===== src/nmea_pkg.sv =====
// Package for the NMEA sentence receiver: widths, character codes, kinds and decode helpers.
// Used by every module in src; depends on nothing.
`default_nettype none
package nmea_pkg;
	localparam int LineDepth = 128;
	localparam int FillW = $clog2(LineDepth + 1);

	localparam logic [7:0] ChDollar = 8'h24;
	localparam logic [7:0] ChStar = 8'h2A;
	localparam logic [7:0] ChComma = 8'h2C;
	localparam logic [7:0] ChCr = 8'h0D;
	localparam logic [7:0] ChLf = 8'h0A;
	localparam logic [7:0] ChActive = 8'h41;

	typedef enum logic [1:0] {
		KIND_OTHER = 2'd0,
		KIND_GGA = 2'd1,
		KIND_RMC = 2'd2,
		KIND_GSA = 2'd3
	} kind_t;

	// Everything the line tracker hands to the finishing logic for one line.
	typedef struct packed {
		logic [FillW-1:0] fill;
		logic [7:0] xsum;
		logic star;
		logic [7:0] hex;
		logic [4:0] fidx;
		logic [47:0] head;
		logic [47:0] tchars;
		logic [47:0] dchars;
		logic time_full;
		logic date_full;
		logic q1;
		logic q2;
		logic s1;
		logic s2;
		logic [39:0] shorts;
	} line_t;

	typedef struct packed {
		logic [7:0] hour;
		logic [7:0] minute;
		logic [7:0] second;
		logic [7:0] fixq;
		logic [7:0] sats;
		logic [7:0] day;
		logic [7:0] month;
		logic [7:0] yr;
	} latch_t;

	function automatic logic [7:0] two_digit(input logic [7:0] a, input logic [7:0] b);
		logic [11:0] t;
		t = {4'd0, a} * 12'd10 + {4'd0, b} - 12'd528;
		return t[7:0];
	endfunction

	function automatic logic [4:0] hex_val(input logic [7:0] c);
		logic [4:0] r;
		r = 5'h10;
		if (c >= 8'h30 && c <= 8'h39) r = {1'b0, c[3:0]};
		else if ((c >= 8'h41 && c <= 8'h46) || (c >= 8'h61 && c <= 8'h66))
			r = {1'b0, c[3:0] + 4'd9};
		return r;
	endfunction

	function automatic logic [47:0] str6(input logic [7:0] a, b, c, d, e, f);
		return {f, e, d, c, b, a};
	endfunction
endpackage
`default_nettype wire


===== src/nmea_line.sv =====
// Line tracker: header, checksum, hex suffix and field capture for the sentence in progress.
// Depends on nmea_pkg.
`default_nettype none
module nmea_line (
	input wire logic clk,
	input wire logic arst_n,
	input wire logic take,
	input wire logic [7:0] c,
	output nmea_pkg::line_t line
);
	nmea_pkg::line_t cur_q, nxt;
	logic xstop_q, hexon_q, fon_q, xstop_n, hexon_n, fon_n;
	logic [5:0] flen_q, flen_n;
	logic [4:0] h;
	logic [2:0] q;

	assign line = cur_q;

	always_comb begin
		nxt = cur_q;
		xstop_n = xstop_q;
		hexon_n = hexon_q;
		fon_n = fon_q;
		flen_n = flen_q;
		h = nmea_pkg::hex_val(c);
		q = flen_q[2:0];
		if (c == nmea_pkg::ChDollar || (c != nmea_pkg::ChCr && c != nmea_pkg::ChLf
				&& cur_q.fill >= nmea_pkg::FillW'(nmea_pkg::LineDepth - 1))
				|| c == nmea_pkg::ChCr || c == nmea_pkg::ChLf) begin
			nxt = '0;
			xstop_n = 1'b0;
			hexon_n = 1'b0;
			fon_n = 1'b0;
			flen_n = '0;
		end
		// A '$' clears the line and is then taken as its first character.
		if (c != nmea_pkg::ChCr && c != nmea_pkg::ChLf && (c == nmea_pkg::ChDollar
				|| cur_q.fill < nmea_pkg::FillW'(nmea_pkg::LineDepth - 1))) begin
			if (nxt.fill < 6) nxt.head[8*nxt.fill[2:0] +: 8] = c;
			if (!xstop_n && nxt.fill != 0) begin
				if (c == nmea_pkg::ChStar) xstop_n = 1'b1;
				else nxt.xsum = nxt.xsum ^ c;
			end
			if (!nxt.star && c == nmea_pkg::ChStar) begin
				nxt.star = 1'b1;
				hexon_n = 1'b1;
			end else if (hexon_n) begin
				if (h[4]) hexon_n = 1'b0;
				else nxt.hex = {nxt.hex[3:0], h[3:0]};
			end
			if (c == nmea_pkg::ChComma) begin
				if (nxt.fidx != 5'd31) nxt.fidx = nxt.fidx + 5'd1;
				flen_n = '0;
				fon_n = 1'b1;
			end else if (c == nmea_pkg::ChStar) begin
				fon_n = 1'b0;
			end else if (fon_n) begin
				case (nxt.fidx)
					5'd1: begin
						if (flen_n < 6) nxt.tchars[8*q +: 8] = c;
						if (flen_n == 6'd5) nxt.time_full = 1'b1;
					end
					5'd2: if (flen_n == 0) nxt.shorts[7:0] = c;
					5'd6: begin
						if (flen_n == 0) begin nxt.shorts[15:8] = c; nxt.q1 = 1'b1; end
						if (flen_n == 1) begin nxt.shorts[23:16] = c; nxt.q2 = 1'b1; end
					end
					5'd7: begin
						if (flen_n == 0) begin nxt.shorts[31:24] = c; nxt.s1 = 1'b1; end
						if (flen_n == 1) begin nxt.shorts[39:32] = c; nxt.s2 = 1'b1; end
					end
					5'd9: begin
						if (flen_n < 6) nxt.dchars[8*q +: 8] = c;
						if (flen_n == 6'd5) nxt.date_full = 1'b1;
					end
					default: ;
				endcase
				if (flen_n != 6'd63) flen_n = flen_n + 6'd1;
			end
			nxt.fill = nxt.fill + 1'b1;
		end
	end

	always_ff @(posedge clk or negedge arst_n) begin
		if (!arst_n) begin
			cur_q <= '0;
			xstop_q <= 1'b0;
			hexon_q <= 1'b0;
			fon_q <= 1'b0;
			flen_q <= '0;
		end else if (take) begin
			cur_q <= nxt;
			xstop_q <= xstop_n;
			hexon_q <= hexon_n;
			fon_q <= fon_n;
			flen_q <= flen_n;
		end
	end
endmodule
`default_nettype wire


===== src/nmea_finish.sv =====
// End-of-line evaluation: checks length, checksum and header, updates latched time, fix and date.
// Depends on nmea_pkg.
`default_nettype none
module nmea_finish (
	input wire logic clk,
	input wire logic arst_n,
	input wire logic fin,
	input wire nmea_pkg::line_t line,
	output logic acc,
	output nmea_pkg::kind_t kind,
	output nmea_pkg::latch_t lat_n
);
	nmea_pkg::latch_t lat_q;
	logic good, gga, rmc, gsa;
	logic [7:0] c0, c1;

	assign good = line.fill >= 6 && line.star && line.xsum == line.hex;
	assign gga = line.head == nmea_pkg::str6("$","G","P","G","G","A")
		|| line.head == nmea_pkg::str6("$","G","N","G","G","A");
	assign rmc = line.head == nmea_pkg::str6("$","G","P","R","M","C")
		|| line.head == nmea_pkg::str6("$","G","N","R","M","C");
	assign gsa = line.head == nmea_pkg::str6("$","G","P","G","S","A")
		|| line.head == nmea_pkg::str6("$","G","N","G","S","A");

	always_comb begin
		lat_n = lat_q;
		acc = 1'b0;
		kind = nmea_pkg::KIND_OTHER;
		c0 = '0;
		c1 = '0;
		if (good && gga) begin
			kind = nmea_pkg::KIND_GGA;
			acc = 1'b1;
			if (line.fidx >= 1 && line.time_full) begin
				lat_n.hour = nmea_pkg::two_digit(line.tchars[7:0], line.tchars[15:8]);
				lat_n.minute = nmea_pkg::two_digit(line.tchars[23:16], line.tchars[31:24]);
				lat_n.second = nmea_pkg::two_digit(line.tchars[39:32], line.tchars[47:40]);
			end
			if (line.fidx >= 6) begin
				c0 = line.shorts[15:8];
				lat_n.fixq = !line.q1 ? 8'd0 : !line.q2 ? c0 - 8'd48
					: nmea_pkg::two_digit(c0, line.shorts[23:16]);
			end
			if (line.fidx >= 7) begin
				c1 = line.shorts[31:24];
				lat_n.sats = !line.s1 ? 8'd0 : !line.s2 ? c1 - 8'd48
					: nmea_pkg::two_digit(c1, line.shorts[39:32]);
			end
		end else if (good && rmc) begin
			kind = nmea_pkg::KIND_RMC;
			if (!(line.fidx >= 2 && line.shorts[7:0] != nmea_pkg::ChActive)) begin
				acc = 1'b1;
				if (line.fidx >= 9 && line.date_full) begin
					lat_n.day = nmea_pkg::two_digit(line.dchars[7:0], line.dchars[15:8]);
					lat_n.month = nmea_pkg::two_digit(line.dchars[23:16], line.dchars[31:24]);
					lat_n.yr = nmea_pkg::two_digit(line.dchars[39:32], line.dchars[47:40]);
				end
			end
		end else if (good && gsa) begin
			kind = nmea_pkg::KIND_GSA;
			acc = 1'b1;
		end
	end

	always_ff @(posedge clk or negedge arst_n) begin
		if (!arst_n) lat_q <= '0;
		else if (fin) lat_q <= lat_n;
	end
endmodule
`default_nettype wire


===== src/nmea_sentence_receiver.sv =====
// Top level of the NMEA sentence receiver: stream ports, line tracker, finisher, result register.
// Depends on nmea_pkg, nmea_line and nmea_finish.
//
// Channel | Direction | Carries
// s_axis  | in        | one received character per request
// m_axis  | out       | one result per CR or LF that ends a nonempty line
//
// One character is taken every cycle while no result is stalled; the line-state update and the
// end-of-line evaluation are combinational; a result appears in the cycle after its CR or LF.
// The result register holds a stalled result, and input stalls for as long as a result
// waits with m_axis_tready low. Reset clears the line and the latched values.
`default_nettype none
module nmea_sentence_receiver (
	input wire logic clk,
	input wire logic arst_n,
	input wire logic s_axis_tvalid,
	output logic s_axis_tready,
	input wire logic [7:0] s_axis_tdata, // [7:0] rx_byte
	output logic m_axis_tvalid,
	input wire logic m_axis_tready,
	// [0] accepted, [2:1] sentence_kind, [10:3] hour, [18:11] minute, [26:19] second,
	// [34:27] gps_quality, [35] fix_valid, [43:36] satellites, [51:44] day,
	// [59:52] month, [71:60] year
	output logic [71:0] m_axis_tdata
);
	nmea_pkg::line_t line;
	nmea_pkg::latch_t lat_n;
	nmea_pkg::kind_t kind;
	logic acc, take, eol, fin;

	assign s_axis_tready = !m_axis_tvalid || m_axis_tready;
	assign take = s_axis_tvalid && s_axis_tready;
	assign eol = s_axis_tdata == nmea_pkg::ChCr || s_axis_tdata == nmea_pkg::ChLf;
	assign fin = take && eol && line.fill != 0;

	nmea_line u_line (.clk, .arst_n, .take, .c(s_axis_tdata), .line);
	nmea_finish u_fin (.clk, .arst_n, .fin, .line, .acc, .kind, .lat_n);

	always_ff @(posedge clk or negedge arst_n) begin
		if (!arst_n) m_axis_tvalid <= 1'b0;
		else if (fin) m_axis_tvalid <= 1'b1;
		else if (m_axis_tready) m_axis_tvalid <= 1'b0;
	end

	always_ff @(posedge clk) begin
		if (fin) m_axis_tdata <= {12'd2000 + {4'd0, lat_n.yr}, lat_n.month, lat_n.day,
			lat_n.sats, lat_n.fixq != 0, lat_n.fixq, lat_n.second, lat_n.minute,
			lat_n.hour, kind, acc};
	end

	a_stall_hold: assert property (@(posedge clk) disable iff (!arst_n)
		m_axis_tvalid && !m_axis_tready |-> !s_axis_tready) else $error("input taken on stall");
	a_result_follows: assert property (@(posedge clk) disable iff (!arst_n)
		fin |=> m_axis_tvalid) else $error("result lost");
	a_acc_kind: assert property (@(posedge clk) disable iff (!arst_n)
		m_axis_tvalid && m_axis_tdata[0] |-> m_axis_tdata[2:1] != nmea_pkg::KIND_OTHER)
		else $error("accepted without kind");
endmodule
`default_nettype wire


===== config.mk =====
export PLATFORM = sky130hd
export DESIGN_NAME = nmea_sentence_receiver
export DESIGN_NICKNAME = d
export VERILOG_FILES = /design/src/nmea_pkg.sv /design/src/nmea_line.sv /design/src/nmea_finish.sv /design/src/nmea_sentence_receiver.sv
export SDC_FILE = /design/constraint.sdc
export NUM_CORES = 1
export LEC_CHECK = 0
export BUFFER_PORTS_ARGS = -buffer_cell sky130_fd_sc_hd__buf_2
export CAP_MARGIN = 20
export CORE_ASPECT_RATIO = 1.4
export CORE_MARGIN = 4
export CORE_UTILIZATION = 30
export CTS_BUF_LIST = sky130_fd_sc_hd__clkbuf_2
export CTS_CLUSTER_SIZE = 10
export DETAILED_ROUTE_END_ITERATION = 10
export HOLD_SLACK_MARGIN = 0.15
export PLACE_DENSITY = 0.46
export SLEW_MARGIN = 10
export SYNTH_ARGS = -nofsm -noshare
export SYNTH_HDL_FRONTEND = slang
export SYNTH_HIERARCHICAL = 1
export SYNTH_SLANG_ARGS = --single-unit

===== constraint.sdc =====
create_clock -name clk -period 11.5 [get_ports clk]
set_input_delay 0.575 -clock clk [delete_from_list [all_inputs] [get_ports clk]]
set_output_delay 0.575 -clock clk [all_outputs]
set_load 0.01 [all_outputs]

==> metrics.cfg, run 1 <==
[critical_path]
crit_arrival_ps = 5550
reg2reg_to = u_line/line[89]
cp-start-kind = input port
worstSetupEndpointType = register
ff2ff_setup_slack_ps = 7520
path_max_fanout = 22
reg2reg_depth = 12
worst-setup-path-type = input port to register
critPathRequiredTime_ps = 12460
r2r-start = u_line/line[214]

[sta]
setup_viol = 0
worst_pin_slew_ps = 1140
maxSlewHeadroom_pct = 23.8
skew_ps = 103
period_share_pct = 39.9
fmax_ghz = 0.218
slew_viol_final = 0
setup-tns-final_ps = 0
rsz0062_at_grt = no
hold_viol = 0
post-route-min-period_ps = 4590

[logic_synthesis]
synthCells = 1779
syn_area_um2 = 19800
avgSynthCellArea_um2 = 11.1
syn_nets = 1967
yosysWarnings = 6

[cts]
postCtsResizedCells = 0
clkTransAtPathRegs_ps = 100
cts_setup_buffers = 0
htreeDepth = 3
cts.sinks = 359
numCtsBuffers = 93
cts_tree = done
cts_root_buffer = clkbuf_2
clockBufferDepth = 3
clock_latency_ps = 1090

[floorplan]
die_area_um2 = 70300
core_area_um2 = 65400
die_w_um = 225
io_pins = 86
num_rows = 111
die_y_um = 312
initial_core_util_pct = 30.3

[route]
dr.pass1.iters = 5
drc = 0
vias = 14200
drtIter0Drc = 748
wire_per_inst_um = 19.3
vias_per_cell = 4.99
ant_nets = 0
routed_wl_um = 54800

[power_and_ir_drop]
max-vdd-ir-drop_mv = 0.0493
power_density_nw_per_um2 = 124
total_power_mw = 2.77
cellLeakagePower_nw = 10.7

[global_route]
grtUsageTotal_pct = 15.7
overflow = 0
grt_max_degree = 96
grt_pass1_vias = 15100
grt_pass1_wl_um = 86900
antenna_found_initial = 1

[final_layout]
fin_nets = 2110
drive_above_1_share_pct = 17.2
area_growth_syn_to_layout_pct = 12.3

[place]
place_hpwl_um = 38400
gp_congestion = 0.812
port_buffers = 85

[run_status]
status = finished clean

[hold_path]
min-delay-start = u_line/line[41]
hold_path_depth = 2
hold_class = register to register
worstHoldEndpoint = u_line/line[41]

[job]
maxCapViolCount = 0

-- critical path, cell delays in order --
cell and delay [ps]:
dlygate4sd3_1 540, buf_2 110, buf_4 310, or4b_1 700, o31ai_4 820, nor3_1 300, nand2_1 170, ha_1 170
nor4bb_1 520, o311ai_1 320, nor4_1 450, o21ai_1 310, o2bb2ai_1 220
-- registers in the layout (all words and copies together), names as in the netlist --
| register | flops |
|---|---|
| m_axis_tdata | 71 |
| u_line/flen_q | 6 |
| u_fin/lat_q | 64 |
| m_axis_tvalid | 1 |
| u_line/hexon_q | 1 |
| u_line/xstop_q | 1 |
| u_line/fon_q | 1 |
| u_line/line | 214 |
-- timing repair --
action,in CTS,in global routing
endpoints found under the setup margin,0,0
hold endpoints to repair,237,0
hold buffers,13,0
-- per-stage QoR --
step	worst slack (ps)	std cells	util [%]	hold slack, ps	cell area, um^2
floorplan	5990	1779	-	279	19800
CTS	7110	2838	34.0	304	22200
global placement	6540	2658	32.4	462	21200
finish	6910	2843	34.0	489	22300
global route	6600	2842	34.0	417	22300
detailed placement	6400	2658	32.4	465	21200
-- worst max path at each step --
stage	end	from
finish	u_line/line[89]	s_axis_tdata[3]
global route	u_line/line[86]	s_axis_tdata[0]
CTS	u_line/line[66]	s_axis_tdata[6]
detailed placement	u_line/line[68]	s_axis_tdata[3]
global placement	u_line/line[67]	s_axis_tdata[3]
floorplan	u_fin/lat_q[10]	s_axis_tdata[5]
-- metal layers --
metal | global-route usage [%] | wire length, um | vias up
li1 | - | - | 6738
met4 | 8.25 | 2760 | 0
met1 | 17.8 | 21800 | 6978
met3 | 2.99 | 2280 | 150
met2 | 27.7 | 27900 | 326
met5 | 0 | 0 | -
-- where the power goes --
part,internal (mW),total (mW),switching [mW]
clock network,0.373,0.929,0.557
registers,1.38,1.46,0.0811
logic,0.150,0.383,0.232
-- cells in the final DEF, fill, tap and decap left out, types with 28 or more instances in the layout --
cell,count
mux2i_1,79
inv_1,153
buf_2,87
buf_4,28
edfxtp_1,71
mux2_2,55
o21ai_0,60
nand2_1,145
ha_1,160
a22o_1,105
dfrtp_1,288
mux2_1,28
clkbuf_2,129
xnor2_1,63
a21oi_1,56
xor2_1,30
nor2_1,59
-- area by class of cell --
cell class	count	area (um^2)
multi-input cells	1186	9600
fillers	6624	43200
inverters	153	574
repair buffers	129	808
flip-flops and latches	359	9340
clock buffers	129	646
well taps	847	1060
clock inverters	38	230
diodes	2	5.00
(Power assumes the default switching activity.)
==> run 2: changes to the inputs <==
PLACE_DENSITY = 0.47   (was 0.46)
clock period = 4.2 ns   (was 11.5 ns; I/O delays follow)
==> run 2 against run 1 <==
  * Hold slack worse by 180 ps
  * Register-to-register slack worse by 7000 ps
  * Sequential power increased to 2.7 times the previous value
  * Critical path type unchanged
  * Clock power rose to 2.6 times the previous value
  * First-iteration DRC count grew 1.9%
  * Global-route usage rose by 0.15 points
  * Via count increased by 1.5%
  * Critical endpoint is now u_line/line[142]
  * Setup slack worse by 6700 ps
==> metrics.cfg, run 2 (synthesis gave the netlist of run 1 again) <==
[hold_path]
hold_class = input port to asynchronous set/reset pin

[sta]
fmax_ghz = 0.252
period_share_pct = 94.5
setup-tns-final_ps = 0
maxSlewHeadroom_pct = 21.8
post-route-min-period_ps = 3970
skew_ps = 101
setup_viol = 0
hold_viol = 0
worst_pin_slew_ps = 1160
fin_ws_ps = 231
slew_viol_final = 0
rsz0062_at_grt = no

[cts]
htreeDepth = 3
cts.sinks = 359
cts_tree = done
cts_root_buffer = clkbuf_2
clock_latency_ps = 1150
clockBufferDepth = 3
numCtsBuffers = 91
clkTransAtPathRegs_ps = 120

[critical_path]
worstSetupEndpointType = register
worst-setup-path-type = input port to register
reg2reg_to = u_line/line[142]
r2r-start = u_line/line[214]
crit_arrival_ps = 4950
cp_slowest_cell = dlygate4sd3_1
path_max_fanout = 8
critPathTopFamily = buffers and inverters
crit_chain = dlygate4sd3_1, buf_2, dlygate4sd3_1, inv_1, ha_1, mux2i_2, o31ai_4, nor3_1, buf_4, nand2_1, ha_1, ha_1, nor2_1, nand3_1, nor3_1, o21ai_2, a22o_1, dlygate4sd3_1
reg2reg_depth = 13
cp-start-kind = input port
path_buf_inv = 6
critPathRequiredTime_ps = 5180
ff2ff_setup_slack_ps = 530
slowest_delay_ps = 660

[global_route]
grtUsageTotal_pct = 15.8
grt_pass1_wl_um = 87500
grt_pass1_vias = 15200
grt_max_degree = 90
antenna_found_initial = 3
overflow = 0

[route]
vias = 14400
ant_nets = 0
drtIter0Drc = 762
dr.pass1.iters = 5
drc = 0
routed_wl_um = 55500
vias_per_cell = 5.01
wire_per_inst_um = 19.3

[final_layout]
area_growth_syn_to_layout_pct = 13.7
final_common_cell = dfrtp_1
n_fill_cell = 6650
multi_input_area_um2 = 9590
largest_register_ffs = 214
seq_area_um2 = 9340
final_cell_mix = dfrtp_1, ha_1, inv_1, nand2_1, clkbuf_2
drive_above_1_share_pct = 17.9
fin_nets = 2145
design_area_um2 = 22500

[job]
maxCapViolCount = 0

[power_and_ir_drop]
power_density_nw_per_um2 = 330
max-vdd-ir-drop_mv = 0.152
cellLeakagePower_nw = 10.8

[floorplan]
num_rows = 111
die_area_um2 = 70300
initial_core_util_pct = 30.3
die_y_um = 312
core_area_um2 = 65400
io_pins = 86
die_w_um = 225

[place]
pre_cts_slack_ps = 608
port_buffers = 85
place_area_um2 = 21400
place_hpwl_um = 38900
gp_congestion = 0.875

[run_status]
status = finished clean

[run 2: worst reg2reg max path, delay by kind of cell (launching register included)]
kind,cells,cell delay (ps)
compound gates,2,490
fa+ha+maj,2,550
buf+inv,2,780
flops,1,510
simple gates,7,1210
[run 2: stage by stage]
stage / std cells / utilization, % / power (mW) / hold WS, ps
6_report: 2871 / 34.4 / 7.44 / 310
5_1_grt: 2871 / 34.4 / 7.93 / 247
4_1_cts: 2869 / 34.4 / 7.62 / 160
3_5_place_dp: 2683 / 32.8 / 5.11 / 266
3_3_place_gp: 2683 / 32.8 / 5.10 / 268
2_1_floorplan: 1779 / - / 4.70 / -85.6
[run 2: layout make-up]
class | instances | share of cell area (%)
Multi-Input combinational cell | 1186 | 42.6
Antenna cell | 2 | 0.0222
Clock inverter | 28 | 0.600
Sequential cell | 359 | 41.5
Inverter | 153 | 2.55
Timing Repair Buffer | 166 | 5.19
Tap cell | 847 | 4.70
Clock buffer | 130 | 2.89
[run 2: worst max-delay path by stage]
stage	cells past startpoint	endpoint	slack, ps	start
floorplan	8	u_fin/lat_q[10]	320	m_axis_tvalid
global placement	15	m_axis_tdata[35]	670	u_line/line[9]
detailed placement	14	m_axis_tdata[35]	610	u_line/line[9]
CTS	17	u_line/line[142]	180	s_axis_tdata[1]
global route	18	u_line/line[142]	40	s_axis_tdata[1]
finish	18	u_line/line[142]	230	s_axis_tdata[0]
[run 2: metal layers]
layer  vias up  global-route usage [%]  part of all wire, %
met5         -                       0                0.023
met4         2                    8.54                  4.9
met1      7117                    17.4                   38
li1       6806                       -                    -
met2       344                    28.8                   53
met3       129                    2.72                  4.1
[run 2: power breakdown]
part           internal (mW)  total (mW)  switching (mW)
logic                  0.435        1.09           0.651
clock network          0.841        2.37            1.52
registers               3.77        3.99           0.218
total                   5.05        7.44            2.39
[run 2: what timing repair did]
| item | in CTS | in global routing |
|---|---|---|
| gates resized for setup | 0 | 2 |
| setup endpoints to repair | 0 | 1 |
| buffers inserted | 0 | 0 |
| hold endpoints to repair | 578 | 0 |
| hold buffers | 28 | 0 |
==> run 3: changes to the inputs <==
CORE_ASPECT_RATIO = 1.75   (was 1.4)
==> run 3 against run 2 <==
  * Largest power group unchanged
  * Critical endpoint is now u_line/line[134]
  * Core utilization rose by 0.053 points
  * Setup slack improved by 23 ps
  * Power rose by 2.3%
  * Non-clock buffer count fell by 2
==> metrics.cfg, run 3 (synthesis gave the netlist of run 1 again) <==
[power_and_ir_drop]
comb_power_share_pct = 15.1
pwr-share-seq_pct = 52.2
p_sw_mw = 2.40
intPower_mw = 5.21
max-vdd-ir-drop_mv = 0.133
power_density_nw_per_um2 = 337
switching_share_pct = 31.5
total_power_mw = 7.61
cellLeakagePower_nw = 10.8
power_frac_clock_pct = 32.8

[final_layout]
design_area_um2 = 22600
final_common_cell = dfrtp_1
largest_register_ffs = 214
drive_above_1_share_pct = 18.2
area_growth_syn_to_layout_pct = 13.9
final_cell_mix = dfrtp_1, ha_1, inv_1, nand2_1, clkbuf_2
fin_nets = 2139

[sta]
rsz0062_at_grt = no
period_share_pct = 93.9
fmax_ghz = 0.253
setup_viol = 0
fin_ws_ps = 254
hold_viol = 0
maxSlewHeadroom_pct = 28.7
slew_viol_final = 0
post-route-min-period_ps = 3950
worst_pin_slew_ps = 1060
hold_ws_ps = 295
skew_ps = 90.9
setup-tns-final_ps = 0

[route]
drc = 0
ant_nets = 0
drtIter0Drc = 735
vias = 14500
wire_per_inst_um = 19.5
vias_per_cell = 4.98
routed_wl_um = 56700
dr.pass1.iters = 5

[critical_path]
critPathTopFamily = buffers and inverters
worstSetupEndpointType = register
cp_slowest_cell = dlygate4sd3_1
path_buf_inv = 7
crit_arrival_ps = 4860
crit_chain = dlygate4sd3_1, buf_2, dlygate4sd3_1, inv_1, ha_1, mux2i_1, o31ai_4, nor3_1, buf_4, nand2_1, inv_1, ha_1, nor4b_1, buf_4, o311ai_2, nor4_1, nand2_1, o2bb2ai_1
slowest_delay_ps = 610
cp-start-kind = input port
worst-setup-path-type = input port to register
path_max_fanout = 8
critPathRequiredTime_ps = 5110

[global_route]
grt_pass1_vias = 15300
grt_busiest_layer = met2
grtUsageMet2_pct = 30.5
grt_pass1_wl_um = 89400
use_met3_pct = 2.38
grtUsageTotal_pct = 16.2
use_met1_pct = 16.9
grt_max_degree = 89
overflow = 0
antenna_found_initial = 1

[place]
gp_congestion = 0.893
pre_cts_slack_ps = 297
place_hpwl_um = 41000
port_buffers = 85
place_area_um2 = 21500

[floorplan]
num_rows = 124
die_y_um = 348
core_area_um2 = 65500
die_w_um = 202
io_pins = 86
initial_core_util_pct = 30.3
die_area_um2 = 70400

[cts]
cts_tree = done
cts_setup_buffers = 0
cts.sinks = 359
clockBufferDepth = 3
htreeDepth = 3
numCtsBuffers = 87
clock_latency_ps = 1040
clkTransAtPathRegs_ps = 100
cts_root_buffer = clkbuf_2

[job]
maxCapViolCount = 0

[hold_path]
hold_class = input port to register

[run_status]
status = finished clean

==> run 3: cell types whose count changed in the layout (fill, tap and decap cells not counted), sizes merged <==
cell / delta
buf: +7
bufinv: +3
clkbuf: -2
clkinv: -2
clkinvlp: -2
diode: -1
dlygate4sd3: -9
inv: +2
==> run 3: worst paths after layout <==
path                                  from               end  slack (ps)  depth (start not counted)
hold / removal             s_axis_tdata[7]  u_line/line[149]         300                          4
min in group asynchronous           arst_n      u_line/fon_q         310                          4
setup reg to reg            u_line/line[9]  m_axis_tdata[35]         520                         15
setup / recovery           s_axis_tdata[0]  u_line/line[134]         250                         18
max in group asynchronous           arst_n   u_fin/lat_q[45]        3140                          4
hold reg to reg            u_line/line[43]   u_line/line[43]         490                          1
==> run 3: tightest hold or removal path, cell delays in order <==
cell and delay (ps):
dlygate4sd3_1 530, buf_2 110, buf_4 260, a22o_1 170
==> run 3: through the flow <==
step                      util, %  instances
after floorplan                 -       1779
after global placement       32.9       2725
after detailed placement     32.9       2725
after CTS                    34.5       2901
after global routing         34.5       2902
final                        34.5       2902
==> run 3: power by group through the flow <==
| stage | Clock, mW | Combinational (mW) | Sequential, mW |
|---|---|---|---|
| finish | 2.49 | 1.15 | 3.97 |
| global route | 2.81 | 1.26 | 4.01 |
| CTS | 2.64 | 1.14 | 3.97 |
| detailed placement | 0 | 1.12 | 4.04 |
| global placement | 0 | 1.11 | 4.03 |
| floorplan | 0 | 0.725 | 3.97 |
==> run 3: repair_timing <==
item                                    CTS  global route
gates resized for setup                   0             1
hold buffers                             19             0
endpoints found under the setup margin    0             3
endpoints found under the hold margin   508             0
==> run 3: per-layer routing <==
metal,wire (um),part of all wire [%]
met1,20900,37
met3,2100,3.7
met2,30600,54
met4,3160,5.6
met5,0,0
==> run 3: layout make-up <==
| class | instances | area, um^2 |
|---|---|---|
| fillers | 6647 | 42900 |
| multi-input cells | 1186 | 9590 |
| flip-flops and latches | 359 | 9340 |
| repair buffers | 164 | 1130 |
| well taps | 882 | 1100 |
| clock buffers | 128 | 641 |
| inverters | 153 | 574 |
| clock inverters | 29 | 195 |
| diodes | 1 | 2.50 |
